$ cat config.mk
export PLATFORM = sky130hd
export DESIGN_NAME = rse_lane
export DESIGN_NICKNAME = d
export VERILOG_FILES = /design/src/sv/rgb_sobel_edge_magnitude_assert.svh /design/src/sv/rse_pkg.sv /design/src/sv/rse_isqrt.sv /design/src/sv/rse_lane.sv
export SDC_FILE = /design/constraint.sdc
export NUM_CORES = 2
export LEC_CHECK = 0
export BUFFER_PORTS_ARGS = -buffer_cell sky130_fd_sc_hd__buf_2
export CAP_MARGIN = 20
export CELL_PAD_IN_SITES_DETAIL_PLACEMENT = 1
export CELL_PAD_IN_SITES_GLOBAL_PLACEMENT = 2
export CORE_MARGIN = 4
export CORE_UTILIZATION = 45
export DETAILED_ROUTE_END_ITERATION = 8
export GPL_TIMING_DRIVEN = 0
export PLACE_DENSITY_LB_ADDON = 0.3
export SETUP_SLACK_MARGIN = 0.05
export SLEW_MARGIN = 20
export SYNTH_ARGS = -nofsm -noshare
export SYNTH_HDL_FRONTEND = slang
export SYNTH_SLANG_ARGS = --single-unit
$ cat constraint.sdc
create_clock -name clk -period 13.15 [get_ports clk]
set_clock_uncertainty 0.05 [all_clocks]
set_input_delay 0 -clock clk [delete_from_list [all_inputs] [get_ports clk]]
set_output_delay 0 -clock clk [all_outputs]
set_load 0.005 [all_outputs]
$ cat src/sv/rgb_sobel_edge_magnitude_assert.svh
// Assertion macros for the RGB Sobel edge magnitude block.
// Used by the top level; expects signals clk and rst_n in scope.
`ifndef RGB_SOBEL_EDGE_MAGNITUDE_ASSERT_SVH
`define RGB_SOBEL_EDGE_MAGNITUDE_ASSERT_SVH

// Same-cycle implication, checked outside reset.
`define RSE_ASSERT_NOW(lbl, ante, cons) \
  lbl: assert property (@(posedge clk) disable iff (!rst_n) (ante) |-> (cons)) \
    else $error("rse assertion failed");

// Next-cycle implication, checked outside reset.
`define RSE_ASSERT_NEXT(lbl, ante, cons) \
  lbl: assert property (@(posedge clk) disable iff (!rst_n) (ante) |=> (cons)) \
    else $error("rse assertion failed");

`endif

$ cat src/sv/rse_pkg.sv
// Shared types and constants of the RGB Sobel edge magnitude block.
// No dependencies.
`timescale 1ns / 1ps
package rse_pkg;
  localparam int MaxLine = 2048;
  localparam int ColW    = 11;
  localparam int RowW    = 12;
  localparam int PixW    = 24;
  localparam int ChW     = 8;
  localparam int WtW     = 16;
  localparam int GradW   = 11;
  localparam int SqW     = 21;
  localparam int RadW    = 38;
  localparam int RootW   = 19;
  localparam int RemW    = RootW + 2;
  localparam int StepW   = 5;
  localparam int ProdW   = RootW + WtW;

  localparam logic [2:0] REG_WIDTH  = 3'd0;
  localparam logic [2:0] REG_HEIGHT = 3'd1;
  localparam logic [2:0] REG_RED_W  = 3'd2;
  localparam logic [2:0] REG_GRN_W  = 3'd3;
  localparam logic [2:0] REG_BLU_W  = 3'd4;

  typedef logic [8:0][ChW-1:0] chan_win_t;
  typedef logic [8:0][PixW-1:0] pix_win_t;
endpackage

$ cat src/sv/rse_isqrt.sv
// Iterative floor square root, two radicand bits per cycle.
// Depends on rse_pkg.
`timescale 1ns / 1ps
module rse_isqrt (
  input  logic                       clk,
  input  logic                       rst_n,
  input  logic                       start,
  input  logic [rse_pkg::RadW-1:0]   radicand,
  output logic                       done,
  output logic [rse_pkg::RootW-1:0]  root
);
  logic [rse_pkg::RadW-1:0]  rad_r;
  logic [rse_pkg::RemW-1:0]  rem_r;
  logic [rse_pkg::RootW-1:0] root_r;
  logic [rse_pkg::StepW-1:0] step_r;
  logic                      busy_r;
  logic                      done_r;
  logic [rse_pkg::RemW+1:0]  rem_sh;
  logic [rse_pkg::RemW+1:0]  trial;
  logic                      take;

  assign rem_sh = {rem_r, rad_r[rse_pkg::RadW-1 -: 2]};
  assign trial  = {2'b00, root_r, 2'b01};
  assign take   = rem_sh >= trial;

  always_ff @(posedge clk) begin
    if (!rst_n) begin
      busy_r <= 1'b0;
      done_r <= 1'b0;
      step_r <= '0;
    end else begin
      done_r <= 1'b0;
      if (start) begin
        busy_r <= 1'b1;
        step_r <= '0;
      end else if (busy_r) begin
        step_r <= step_r + 1'b1;
        if (step_r == rse_pkg::StepW'(rse_pkg::RootW - 1)) begin
          busy_r <= 1'b0;
          done_r <= 1'b1;
        end
      end
    end
  end

  always_ff @(posedge clk) begin
    if (start) begin
      rad_r  <= radicand;
      rem_r  <= '0;
      root_r <= '0;
    end else if (busy_r) begin
      rad_r <= {rad_r[rse_pkg::RadW-3:0], 2'b00};
      if (take) begin
        rem_r  <= rse_pkg::RemW'(rem_sh - trial);
        root_r <= {root_r[rse_pkg::RootW-2:0], 1'b1};
      end else begin
        rem_r  <= rse_pkg::RemW'(rem_sh);
        root_r <= {root_r[rse_pkg::RootW-2:0], 1'b0};
      end
    end
  end

  assign done = done_r;
  assign root = root_r;
endmodule

$ cat src/sv/rse_lane.sv
// One color lane: Sobel gradients, squared magnitude, square root, weight.
// Depends on rse_pkg and rse_isqrt.
`timescale 1ns / 1ps
module rse_lane (
  input  logic                          clk,
  input  logic                          rst_n,
  input  logic                          start,
  input  rse_pkg::chan_win_t            win,
  input  logic [rse_pkg::WtW-1:0]       weight,
  output logic                          done,
  output logic [rse_pkg::ChW-1:0]       edge_val
);
  localparam logic [2:0] L_IDLE = 3'd0;
  localparam logic [2:0] L_SQ   = 3'd1;
  localparam logic [2:0] L_GO   = 3'd2;
  localparam logic [2:0] L_ROOT = 3'd3;
  localparam logic [2:0] L_MUL  = 3'd4;
  localparam logic [2:0] L_OUT  = 3'd5;

  logic [2:0]                    st_r;
  logic signed [rse_pkg::GradW-1:0] gx, gy;
  logic [rse_pkg::SqW-1:0]       sqx_r, sqy_r;
  logic [rse_pkg::SqW-1:0]       mag;
  logic                          sq_start;
  logic                          sq_done;
  logic [rse_pkg::RootW-1:0]     root;
  logic [rse_pkg::ProdW-1:0]     prod_r;
  logic [rse_pkg::ChW-1:0]       edge_r;
  logic                          done_r;

  always_comb begin
    gx = rse_pkg::GradW'(signed'({3'b0, win[0]})) + (rse_pkg::GradW'(signed'({3'b0, win[3]})) <<< 1)
       + rse_pkg::GradW'(signed'({3'b0, win[6]})) - rse_pkg::GradW'(signed'({3'b0, win[2]}))
       - (rse_pkg::GradW'(signed'({3'b0, win[5]})) <<< 1) - rse_pkg::GradW'(signed'({3'b0, win[8]}));
    gy = rse_pkg::GradW'(signed'({3'b0, win[0]})) + (rse_pkg::GradW'(signed'({3'b0, win[1]})) <<< 1)
       + rse_pkg::GradW'(signed'({3'b0, win[2]})) - rse_pkg::GradW'(signed'({3'b0, win[6]}))
       - (rse_pkg::GradW'(signed'({3'b0, win[7]})) <<< 1) - rse_pkg::GradW'(signed'({3'b0, win[8]}));
  end

  assign mag      = sqx_r + sqy_r;
  assign sq_start = (st_r == L_GO);

  rse_isqrt u_isqrt (
    .clk      (clk),
    .rst_n    (rst_n),
    .start    (sq_start),
    .radicand ({1'b0, mag, 16'h0000}),
    .done     (sq_done),
    .root     (root)
  );

  always_ff @(posedge clk) begin
    if (!rst_n) begin
      st_r   <= L_IDLE;
      done_r <= 1'b0;
    end else begin
      done_r <= 1'b0;
      unique case (st_r)
        L_IDLE: if (start) st_r <= L_SQ;
        L_SQ:   st_r <= L_GO;
        L_GO:   st_r <= L_ROOT;
        L_ROOT: if (sq_done) st_r <= L_MUL;
        L_MUL:  st_r <= L_OUT;
        L_OUT: begin
          st_r   <= L_IDLE;
          done_r <= 1'b1;
        end
        default: st_r <= L_IDLE;
      endcase
    end
  end

  // Squares are registered in the cycle after start, when the window is settled;
  // the square root starts in the next cycle from the sum of those squares.
  always_ff @(posedge clk) begin
    if (st_r == L_SQ) begin
      sqx_r <= rse_pkg::SqW'((rse_pkg::SqW + 1)'(gx) * (rse_pkg::SqW + 1)'(gx));
      sqy_r <= rse_pkg::SqW'((rse_pkg::SqW + 1)'(gy) * (rse_pkg::SqW + 1)'(gy));
    end
    if (st_r == L_MUL) prod_r <= rse_pkg::ProdW'(root) * rse_pkg::ProdW'(weight);
    if (st_r == L_OUT) begin
      if (prod_r[rse_pkg::ProdW-1:32] != '0) edge_r <= 8'hff;
      else edge_r <= prod_r[31:24];
    end
  end

  assign done     = done_r;
  assign edge_val = edge_r;
endmodule

# [Word level (Yosys, flattened, before mapping)]
# Index checks and enable logic that the tools add are counted.
# Widths: inputs -> output; s select.
[totals] reg_bits=158 latch_bits=0 mem_bits_rw=0 rom_bits=0 mem_count=0
[op_classes] add_sub_neg=13 mul=3 div_mod_pow=0 magnitude_cmp=1 n_eq_ne=8 shift=0 mux=12 bitwise=2 reduce_logical=6
[ops] operator="$mux 37" count=2
[ops] operator="$sub 11x9->11" count=4
[ops] operator="$mul 11x11->21" count=2
[ops] operator="$mul 19x16->35" count=1
[ops] operator="$ge 23x21->1" count=1
[ops] operator="$add 10x8->11" count=2
[ops] operator="$sub 11x10->11" count=2
[ops] operator="$add 21x21->21" count=1
[ops] operator="$mux 21" count=1
[ops] operator="$sub 21x21->21" count=1
[ops] operator="$add 8x9->10" count=2
[ops] operator="$pmux 3 s5" count=1
[ops] operator="$eq 3x2->1 const B" count=2
[ops] operator="$eq 3x3->1 const B" count=2
[ops] operator="$mux 1" count=6
[ops] operator="$mux 3" count=2
[ops] operator="$add 5x1->5 const B" count=1
[ops] operator="$eq 5x5->1 const B" count=1
[ops] operator="$eq 3x1->1 const B" count=1
[ops] operator="$logic_not 3->1" count=1
[ops] operator="$reduce_bool 3->1" count=1
[ops] operator="$reduce_or 3->1" count=1
[ops] operator="$ne 2x1->1 const B" count=1
[ops] operator="$ne 2x2->1 const B" count=1
[ops] operator="other kinds (4)" count=5

# [Logic depth before layout (Yosys ltp)]
[logic_depth] ltp_word=6 ltp_mapped=33

# [Modules after synthesis]
# A second synthesis with hierarchy kept.
[unflattened] cells_unflattened=2739 area_unflattened_um2=26324.0
[by_module_without_submodules] module="rse_lane" instances=1 cells_each=2310 area_each_um2=21754.6 seq_area_each_um2=1851.8
[by_module_without_submodules] module="rse_isqrt" instances=1 cells_each=429 area_each_um2=4569.4 seq_area_each_um2=2082.0

# [Least setup slack after synthesis]
# OpenSTA, ideal clock, no wires.
[synth_timing] kind="input -> register" startpoint="input win[1] (netlist bit)" endpoint="register sqy_r[20] (netlist bit) (data pin)" setup_time_ps=260 arrival_time_ps=7408 required_ps=12840 path_slack_ps=5433 stages=32 path_buffers=1 path_cell_list="fa_1 -> inv_1 -> ha_1 -> fa_1 -> inv_1 -> ha_1 -> fa_1 -> a21o_1 -> a21oi_1 -> o21bai_1 -> a21oi_1 -> o21bai_1 -> a21oi_1 -> xnor2_1 -> clkbuf_1 -> and2_1 -> fa_1 -> inv_1 -> fa_1 -> fa_1 -> inv_1 -> fa_1 -> inv_1 -> fa_1 -> inv_1 -> ha_1 -> a21oi_1 -> a21oi_1 -> o31ai_1 -> o221ai_1 -> a21oi_1 -> xnor2_1"
[synth_via] elab_chain_len=6
[synth_lines] element="start, declared" line_no="rse_lane.sv:8" text="input rse_pkg::chan_win_t win,"
[synth_lines] element="$add 8x9->10" line_no="rse_lane.sv:35" text="gy = rse_pkg::GradW'(signed'({3'b0, win[0]})) + (rse_pkg::GradW'(signed'({3'b0, win[1]})) <<< 1)"
[synth_lines] element="$add 10x8->11" line_no="rse_lane.sv:36" text="+ rse_pkg::GradW'(signed'({3'b0, win[2]})) - rse_pkg::GradW'(signed'({3'b0, win[6]}))"
[synth_lines] element="$sub 11x9->11" line_no="rse_lane.sv:36"
[synth_lines] element="$sub 11x10->11" line_no="rse_lane.sv:37" text="- (rse_pkg::GradW'(signed'({3'b0, win[7]})) <<< 1) - rse_pkg::GradW'(signed'({3'b0, win[8]}));"
[synth_lines] element="$sub 11x9->11" line_no="rse_lane.sv:37"
[synth_lines] element="$mul 11x11->21" line_no="rse_lane.sv:78" text="sqy_r <= rse_pkg::SqW'((rse_pkg::SqW + 1)'(gy) * (rse_pkg::SqW + 1)'(gy));"
[synth_lines] element="end signal, assigned" line_no="rse_lane.sv:78"
[synth_lines] element="end, declared" line_no="rse_lane.sv:22" text="logic [rse_pkg::SqW-1:0] sqx_r, sqy_r;"
# No other way between the ends.
# A chain may end at the register's enable or synchronous reset.

# [Worst setup path after layout]
[layout_timing] startpoint="input win[2] (netlist bit)" endpoint="register sqx_r[18] (netlist bit) (data pin)"
[layout_via] elab_chain_len=6
[layout_lines] element="$add 8x9->10" line_no="rse_lane.sv:32" text="gx = rse_pkg::GradW'(signed'({3'b0, win[0]})) + (rse_pkg::GradW'(signed'({3'b0, win[3]})) <<< 1)"
[layout_lines] element="$add 10x8->11" line_no="rse_lane.sv:33" text="+ rse_pkg::GradW'(signed'({3'b0, win[6]})) - rse_pkg::GradW'(signed'({3'b0, win[2]}))"
[layout_lines] element="$sub 11x9->11" line_no="rse_lane.sv:33"
[layout_lines] element="$sub 11x10->11" line_no="rse_lane.sv:34" text="- (rse_pkg::GradW'(signed'({3'b0, win[5]})) <<< 1) - rse_pkg::GradW'(signed'({3'b0, win[8]}));"
[layout_lines] element="$sub 11x9->11" line_no="rse_lane.sv:34"
[layout_lines] element="$mul 11x11->21" line_no="rse_lane.sv:77" text="sqx_r <= rse_pkg::SqW'((rse_pkg::SqW + 1)'(gx) * (rse_pkg::SqW + 1)'(gx));"
[layout_lines] element="end signal, assigned" line_no="rse_lane.sv:77"
[layout_lines] element="end, declared" line_no="rse_lane.sv:22"
# No other way between the ends.

==> impl_metrics.csv <==
group,metric,value,unit
status,status,"finished, final reports clean",
worst_hold_path,min_path_type,"in -> reg",
yosys,avgSynthCellArea,9.377,um2
global_routing,grt_pass1_wl,110400,um
die,core.rowCount,87,
yosys,netlist_area,25590,um2
detailed_routing,vias,18490,
global_routing,grt_pass1_vias,21550,
global_routing,grt_util_all_layers,22.93,%
clock_tree,cts_inserted_buffers,17,
yosys,synth-seq-cells,132,
placement,dp_hpwl,57440,um
critical_path,path_class,"in -> reg",
placement,place_inst,3567,
clock_tree,htreeDepth,4,
die,start_util,45.38,%
die,fp.coreArea,56390,um2
critical_path,cp-start-kind,"input port",
placement,portBuffers,78,
detailed_routing,ant_nets,0,
global_routing,grt-ovfl-total,0,
detailed_routing,drc,0,
detailed_routing,routedWlPerCell,18.49,um
yosys,synth_xor_area_share,3.628,%
clock_tree,cts_resized,0,
die,die_x,246.5,um
detailed_routing,dr.pass1.iters,5,
yosys,ys_seq_area_share,13.46,%
layout,fin_cells,3604,
layout,fin_area,27620,um2
critical_path,critPathMaxStageDelay,0.76,ns
global_routing,antenna_found_initial,3,
clock_tree,clock_latency,0.44,ns
clock_tree,cts-root-buf,"clkbuf_16",
layout,drive_gt1_share,5.062,%
critical_path,crit_fanout,8,
timing,rsz0062_at_grt,"no",
clock_tree,postCtsSetupBuffers,0,
placement,gp_congestion,0.8962,
yosys,synth_warnings,0,
clock_tree,clk_path_buf_depth,2,
yosys,syn-num-nets,3565,
critical_path,worstSetupStartpoint,"win[2]",
timing,final-hold-violation-count,0,
clock_tree,cts_tree,"built",
critical_path,rr_worst_depth,23,
timing,tightest_slew,1.073,ns
critical_path,cp-end-kind,"flip-flop",
yosys,synth_edf_count,80,
critical_path,worstPathRequired,13.26,ns
critical_path,cp_common_cell,"fa_1",
die,die_area,60750,um2
critical_path,cp-endpoint,"sqx_r[18]",
yosys,synth_async_sr_flop_share,0,%
clock_tree,cts_num_sinks,132,
detailed_routing,via_per_inst,5.131,
critical_path,critPathArrivalTime,8.85,ns
timing,finalSetupTns,0,ns
yosys,synthAdderAreaFrac,50.95,%
timing,slew_violations,0,
critical_path,cpMaxStageDelayCell,"xor2_1",
critical_path,reg2reg_to,"prod_r[33]",
detailed_routing,drtIter0Drc,747,
die,fp.dieH,246.5,um
detailed_routing,routed_wl,66630,um
yosys,synth_compound_area_share,7.006,%
yosys,synth_cells,2729,
placement,placed_area,26970,um2
yosys,synth_cell_type_count,71,
global_routing,grt_max_degree,22,
timing,max_freq,0.1144,GHz
critical_path,reg2reg_from,"u_isqrt.root[12]",
clock_tree,holdBufCountCts,2,
die,top_level_ports,100,
yosys,synth_simple_gate_area_share,12.37,%
yosys,synth_top_family_by_area,"adder cells",
yosys,synth_ff_type,"edfxtp_1",
layout,areaGrowthSynthToFinish,7.935,%
critical_path,r2r_slack,5.18,ns
timing,finalCritPeriodShare,66.45,%
job,drv_cap,0,
timing,relSlewSlack,28.36,%
layout,final_nets,3668,
timing,setup_viol,0,
clock_tree,clk_pin_slew,0.07,ns
timing,period_minus_slack,8.739,ns
yosys,synthMuxAreaShare,1.330,%
[how the worst min path moves through the flow]
stage,start,cells after the start,slack (ns),endpoint
2_1_floorplan,rst_n,1,0.07,done
3_3_place_gp,rst_n,2,0.19,done
3_5_place_dp,rst_n,2,0.19,done
4_1_cts,win[65],3,0.22,sqx_r[0]
5_1_grt,win[65],3,0.28,sqx_r[0]
6_report,win[65],3,0.21,sqx_r[0]
[cells in the final DEF, fill, tap and decap left out, types with 9 or more instances in the layout]
| cell type | count |
|---|---|
| inv_1 | 660 |
| fa_1 | 495 |
| nand2_1 | 319 |
| ha_1 | 250 |
| and2_1 | 133 |
| nor2_1 | 112 |
| clkbuf_1 | 87 |
| a21oi_1 | 87 |
| edfxtp_1 | 80 |
| buf_2 | 79 |
| xnor2_1 | 76 |
| o21ai_0 | 56 |
| dfxtp_1 | 52 |
| a21o_1 | 35 |
| mux2i_1 | 34 |
| xor2_1 | 30 |
| nand3_1 | 23 |
| clkbuf_16 | 21 |
| nor3_1 | 19 |
| nand4_1 | 14 |
| or3_1 | 11 |
| a211oi_1 | 11 |
| nand2b_1 | 11 |
| o21bai_1 | 10 |
| o21a_1 | 10 |
| buf_1 | 9 |
| a31oi_1 | 9 |
| and3_1 | 9 |
[synthesized netlist by cell type (6+ instances only)]
master	number	share of area, %
dfxtp_1	52	4.1
a21oi_1	87	1.7
xor2_1	30	1.0
nand2b_1	11	0.27
a31oi_1	9	0.22
and3_1	9	0.22
o31ai_1	6	0.18
nor2_1	112	1.6
o21a_1	10	0.29
mux2i_1	34	1.3
xnor2_1	76	2.6
o21ai_0	56	1.1
clkbuf_1	84	1.2
fa_1	495	39
a211oi_1	11	0.32
buf_1	9	0.13
and2_1	133	3.3
nand4_1	14	0.34
ha_1	250	12
o21bai_1	10	0.29
nand3_1	23	0.45
nor2b_1	8	0.20
nand2_1	319	4.7
a21o_1	35	1.0
inv_1	660	9.7
nor3_1	19	0.37
or2_2	6	0.15
edfxtp_1	80	9.4
or3_1	11	0.27
[metrics by stage]
stage          setup slack [ns]  hold slack [ns]  util [%]
2_1_floorplan             5.433          0.07171         -
3_3_place_gp              4.139           0.1898     47.75
3_5_place_dp              3.885           0.1941     47.84
4_1_cts                   4.332           0.2176     48.97
5_1_grt                   3.897           0.2796     48.97
6_report                  4.411           0.2114     48.99
[state kept, by name, summed over array words and instances, names as in the netlist]
signal and flops:
u_isqrt.rad_r 22, u_isqrt.rem_r 21, sqx_r 20, sqy_r 20, u_isqrt.root 19, prod_r 11
edge_val 8, u_isqrt.step_r 5, st_r 3, done 1, u_isqrt.busy_r 1, u_isqrt.done 1
[routing by layer]
layer  wire [um]  vias to the layer above  track usage (%)
li1            -                     8534                -
met1       26660                     9651            26.55
met2       36840                      234            44.92
met3        1534                       66            2.242
met4        1558                        6            5.857
met5          34                        -                0
[critical path: cells and delay by family]
kind,cells,cell delay [ns]
adder cells (fa/ha/maj),10,4.63
AO/OA/AOI/OAI,8,1.80
XOR/XNOR,2,1.36
buffers and inverters,6,0.61
AND/OR/NAND/NOR,2,0.43
[logic make-up (layout without fill, tap and decap cells)]
logic type | after synthesis | count (layout)
AO/OA/AOI/OAI | 274 | 274
XOR/XNOR | 106 | 106
adder cells (fa/ha/maj) | 745 | 745
buffers and inverters | 758 | 874
flip-flops | 132 | 132
multiplexers | 34 | 34
other | 0 | 3
AND/OR/NAND/NOR | 680 | 680
[cell type report]
cell class | instances | area, um2
timing repair buffer | 84 | 447.9
inverter | 661 | 2481
buffer | 97 | 400.4
tap | 756 | 945.9
clock buffer | 25 | 541.8
multi-input combinational | 1839 | 19280
fill | 6600 | 28770
clock inverter | 7 | 77.57
antenna | 3 | 7.507
sequential | 132 | 3443
Power is left out: the tool's default activity adds up to more than one toggle a clock period on the data nets, which glitch-free logic cannot reach.
